==> config.mk <==
export PLATFORM = sky130hd
export DESIGN_NAME = wmmf_col_cell
export DESIGN_NICKNAME = d
export VERILOG_FILES = /design/src/hw/rtl/wmmf_pkg.sv /design/src/hw/rtl/wmmf_col_cell.sv
export SDC_FILE = /design/constraint.sdc
export NUM_CORES = 1
export LEC_CHECK = 0
export BUFFER_PORTS_ARGS = -buffer_cell sky130_fd_sc_hd__buf_2
export CAP_MARGIN = 30
export CORE_MARGIN = 5
export CORE_UTILIZATION = 45
export CTS_CLUSTER_SIZE = 8
export DETAILED_ROUTE_END_ITERATION = 8
export PLACE_DENSITY = 0.8
export SYNTH_ARGS = -nofsm -noshare
export SYNTH_HDL_FRONTEND = slang
export SYNTH_SLANG_ARGS = --single-unit
==> constraint.sdc <==
create_clock -name i_clk -period 6.1 [get_ports i_clk]
set_input_delay 0.61 -clock i_clk [delete_from_list [all_inputs] [get_ports i_clk]]
set_output_delay 0.61 -clock i_clk [all_outputs]
set_load 0.01 [all_outputs]
==> src/hw/rtl/wmmf_pkg.sv <==
// wmmf_pkg: shared constants, types and helpers of the 3x3 window filter
// used by the line store, column cell and top level; depends on nothing

`timescale 1ns / 1ps
`default_nettype none

package wmmf_pkg;

    localparam int MAX_WIDTH    = 2048;
    localparam int ADDR_W       = $clog2(MAX_WIDTH);
    localparam int HEIGHT_LIMIT = 4096;
    localparam int SIZE_MIN     = 3;
    localparam int WIN          = 3;

    localparam int PIX_W  = 8;
    localparam int ROW_W  = 12;
    localparam int COL_W  = 11;
    localparam int WID_W  = 12;
    localparam int HGT_W  = 13;
    localparam int CFG_W  = 13;
    localparam int IDX_W  = 2;
    localparam int MODE_W = 2;

    localparam int RESET_WIDTH  = 640;
    localparam int RESET_HEIGHT = 480;

    localparam int COL_SUM_W   = 10;
    localparam int WIN_SUM_W   = 12;
    localparam int RECIP_9     = 7282;
    localparam int RECIP_SHIFT = 16;
    localparam int PROD_W      = WIN_SUM_W + 13;

    typedef enum logic [IDX_W-1:0] {
        REG_WIDTH  = 2'd0,
        REG_HEIGHT = 2'd1,
        REG_MODE   = 2'd2
    } t_reg_idx;

    typedef enum logic [MODE_W-1:0] {
        MODE_MEAN = 2'd0,
        MODE_MIN  = 2'd1,
        MODE_MAX  = 2'd2
    } t_mode;

    typedef struct packed {
        logic [PIX_W-1:0] top;
        logic [PIX_W-1:0] mid;
        logic [PIX_W-1:0] bot;
    } t_col_pix;

    typedef struct packed {
        logic [COL_SUM_W-1:0] sum;
        logic [PIX_W-1:0]     min_v;
        logic [PIX_W-1:0]     max_v;
    } t_col_stat;

    typedef struct packed {
        logic [ROW_W-1:0] row;
        logic [COL_W-1:0] col;
        logic             last;
    } t_meta;

    function automatic logic [PIX_W-1:0] min3(input logic [PIX_W-1:0] a,
                                              input logic [PIX_W-1:0] b,
                                              input logic [PIX_W-1:0] c);
        logic [PIX_W-1:0] m;
        m = (a < b) ? a : b;
        return (c < m) ? c : m;
    endfunction

    function automatic logic [PIX_W-1:0] max3(input logic [PIX_W-1:0] a,
                                              input logic [PIX_W-1:0] b,
                                              input logic [PIX_W-1:0] c);
        logic [PIX_W-1:0] m;
        m = (a > b) ? a : b;
        return (c > m) ? c : m;
    endfunction

endpackage

`default_nettype wire

==> src/hw/rtl/wmmf_col_cell.sv <==
// wmmf_col_cell: one column of the 3x3 window, passed on to its neighbor
// gives the column sum, minimum and maximum; uses wmmf_pkg

`timescale 1ns / 1ps
`default_nettype none

module wmmf_col_cell (
    input  wire logic                 i_clk,
    input  wire logic                 i_en,
    input  wire wmmf_pkg::t_col_pix   i_pix,
    output wmmf_pkg::t_col_pix        o_pix,
    output wmmf_pkg::t_col_stat       o_stat
);
    import wmmf_pkg::*;

    t_col_pix r_pix;

    always_ff @(posedge i_clk) begin
        if (i_en) begin
            r_pix <= i_pix;
        end
    end

    always_comb begin
        o_stat.sum   = COL_SUM_W'(r_pix.top) + COL_SUM_W'(r_pix.mid) + COL_SUM_W'(r_pix.bot);
        o_stat.min_v = min3(r_pix.top, r_pix.mid, r_pix.bot);
        o_stat.max_v = max3(r_pix.top, r_pix.mid, r_pix.bot);
    end

    assign o_pix = r_pix;

endmodule

`default_nettype wire

==> impl_results.md <==
- Total grt overflow: 0
- CTS max path bufs: 2
- PD cells: 292 nW/µm²
- Diode count: 0
- Yosys cell types: 36
- Slew HR: 0.651
- DIE HEIGHT: 78.5 µm
- Antenna violations before repair: 0
- Seq/Total Area, Yosys: 0.342
- Post-synth EDFFs: 24
- Setup crit end kind: output port
- Syn_nets: 259
- Yosys top cell by area: edfxtp_1
- Logic pwr share: 0.530
- Layout cells sized above 1: 0.317
- Initial Util: 0.456
- Die area: 6160 µm²
- Post-DRT Antenna Nets: 0
- Tcrit/Tclk final: 0.769
- Vias in the first global route: 1,794
- Worst setup path startpoint: o_pix[13]
- Post_cts resized: 0
- Synth Warn #: 0
- Syn Area/Cell: 10.9 µm²
- Max reg flops: 24
- Total track usage: 0.168
- Die Span X: 78.5 µm
- Async SR Flop Fraction: 0
- DRT iter0 DRCs: 65
- Seq pwr share: 0.289
- Routability cong.: 0.868
- Largest net degree at the start of global routing: 25
- Worst vdd ir: 182 µV
- DRC: 0
- Drt wl/cell: 15.6 µm
- First-pass iteration count of the detailed router: 4
- CTS tree: yes
- Final #Nets: 337
- Setup TNS: 0 ps
- Fmax: 0.213 GHz
- CORE AREA: 4630 µm²
- Hold_buf cts: 0
- Crit path required time: 5490 ps
- Num Clock Sinks: 24
- Arrival time worst endpoint: 4080 ps
- Yosys top cell area share: 0.342
- Clock root buffer: clkbuf_8
- Run status: completed
- RSZ-0062 raised after global routing: no
- Non-filler cells, final: 325
- P_sw: 0.295 mW
- Max FO, Critical Path: 9
- Critical path class: reg -> out
- Clk pwr share: 0.181
- Inserted Clock Buffers: 3
- Switching share of total power: 0.388
- Fin util: 0.564
- Class of the worst hold path: in -> reg
- Gate Count Post-Synth: 194
- Max Cap Viol: 0
- Synthesized flop and latch total: 24
- Vias per cell: 5.27
- Setup violators final: 0
- Most instantiated cells after synthesis: 30 x ha_1, 26 x inv_1, 24 x edfxtp_1
- Final Hold Fails: 0
- Largest cells by area after synthesis: edfxtp_1 34%, ha_1 18%, mux2i_1 11%, fa_1 8.5%, inv_1 4.6%
- Internal Power: 0.466 mW
- CP endpoint: o_stat[12]
- Std-Cell Rows: 25
- First-pass GRT wire length: 8.23 mm
- Mapped Area: 2110 µm²
- Cells after DPL: 321
- Clock-pin transition on the worst setup and hold timing paths: 90 ps
- HPWL Detailed: 4.24 mm
- Total Wirelength: 5.08 mm
- Port bufs: 75
- Vias post-DR: 1,713
- Max-slew violations: 0
- Layout area overhead: 23.7%
- Leakage: 1.29 nW
- H-tree levels: 1
- Power, Total: 0.762 mW
- Most numerous cell in the Yosys netlist: ha_1
- Final min period: 4690 ps
- Ys flop type: edfxtp_1
- Setup repair bufs after CTS: 0
- Io pins: 76
- CP startpoint kind: register
- Worst slew pin tran: 524 ps
-- final cells by class --
type	count	area, µm²
fill	425	2020
multi-input combinational	142	1280
sequential	24	721
timing repair buffer	75	375
inverter	26	97.6
tap	54	67.6
clock buffer	3	41.3
clock inverter	1	30.0
-- cell usage in the layout, fill, tap and decap left out, drive strengths merged --
master	n
and2	1
o21a	2
a221oi	1
inv	26
nand2b	1
fa	9
a211oi	1
clkbuf	3
a21boi	2
o31ai	1
ha	30
nor2	20
o21ai	4
mux2	1
o211ai	1
o21bai	1
nor3	1
nor3b	1
a211o	2
a21o	4
nor2b	1
buf	75
edfxtp	24
nand2	7
xnor2	4
o311a	1
bufinv	1
o41ai	1
a32oi	1
nand4	2
nand3	3
a21oi	16
mux2i	23
-- power groups by stage --
| stage | combinational, mW | clock (mW) | sequential, mW |
|---|---|---|---|
| final | 0.404 | 0.138 | 0.220 |
| after CTS | 0.410 | 0.140 | 0.220 |
| after global placement | 0.399 | 0 | 0.223 |
| after floorplan | 0.270 | 0 | 0.224 |
| after detailed placement | 0.408 | 0 | 0.224 |
| after global routing | 0.451 | 0.148 | 0.223 |
-- per-stage QoR --
stage	hold slack (ps)	setup WS, ps	cell area [µm²]
floorplan	709	2160	2110
global placement	787	1750	2540
detailed placement	789	1680	2540
CTS	510	1360	2610
global route	499	1090	2610
finish	512	1410	2610
-- routing by layer --
| layer | GRT usage | part of all wire | wire [µm] | up-vias |
|---|---|---|---|---|
| li1 | - | - | - | 850 |
| met1 | 0.217 | 0.44 | 2230 | 813 |
| met2 | 0.288 | 0.49 | 2510 | 44 |
| met3 | 0.0287 | 0.054 | 272 | 6 |
| met4 | 0.0507 | 0.013 | 65 | 0 |
| met5 | 0 | 0 | 0 | - |
-- worst min path at each step --
stage                          from        end  slack (ps)  depth (start not counted)
after global placement     i_pix[4]   o_pix[4]         790                          1
after CTS                  i_pix[4]   o_pix[4]         510                          1
after detailed placement  i_pix[23]  o_pix[23]         790                          1
after floorplan            i_pix[0]   o_pix[0]         710                          0
after global routing       i_pix[0]   o_pix[0]         500                          1
final                     i_pix[19]  o_pix[19]         510                          1
-- worst max-delay path, stage by stage (launching register included) --
cell	delay, ps
edfxtp_1	460
inv_1	70
ha_1	320
a21oi_2	120
nor2_1	70
a211oi_4	340
nand2_4	190
mux2i_1	300
ha_1	300
and2_1	170
a221oi_1	330
nand2_1	150
a211o_2	330
o311a_1	270
mux2i_1	230
buf_2	160
-- logic make-up (layout without fill, tap and decap cells) --
group / Yosys count / in the layout / synth area share
AO/OA/AOI/OAI: 38 / 38 / 0.131
XOR/XNOR: 4 / 4 / 0.0166
adder cells (fa/ha/maj): 39 / 39 / 0.263
buffers and inverters: 28 / 105 / 0.0534
flip-flops: 24 / 24 / 0.342
multiplexers: 24 / 24 / 0.114
AND/OR/NAND/NOR: 37 / 37 / 0.0795
Power figures use the tool's default switching activity.
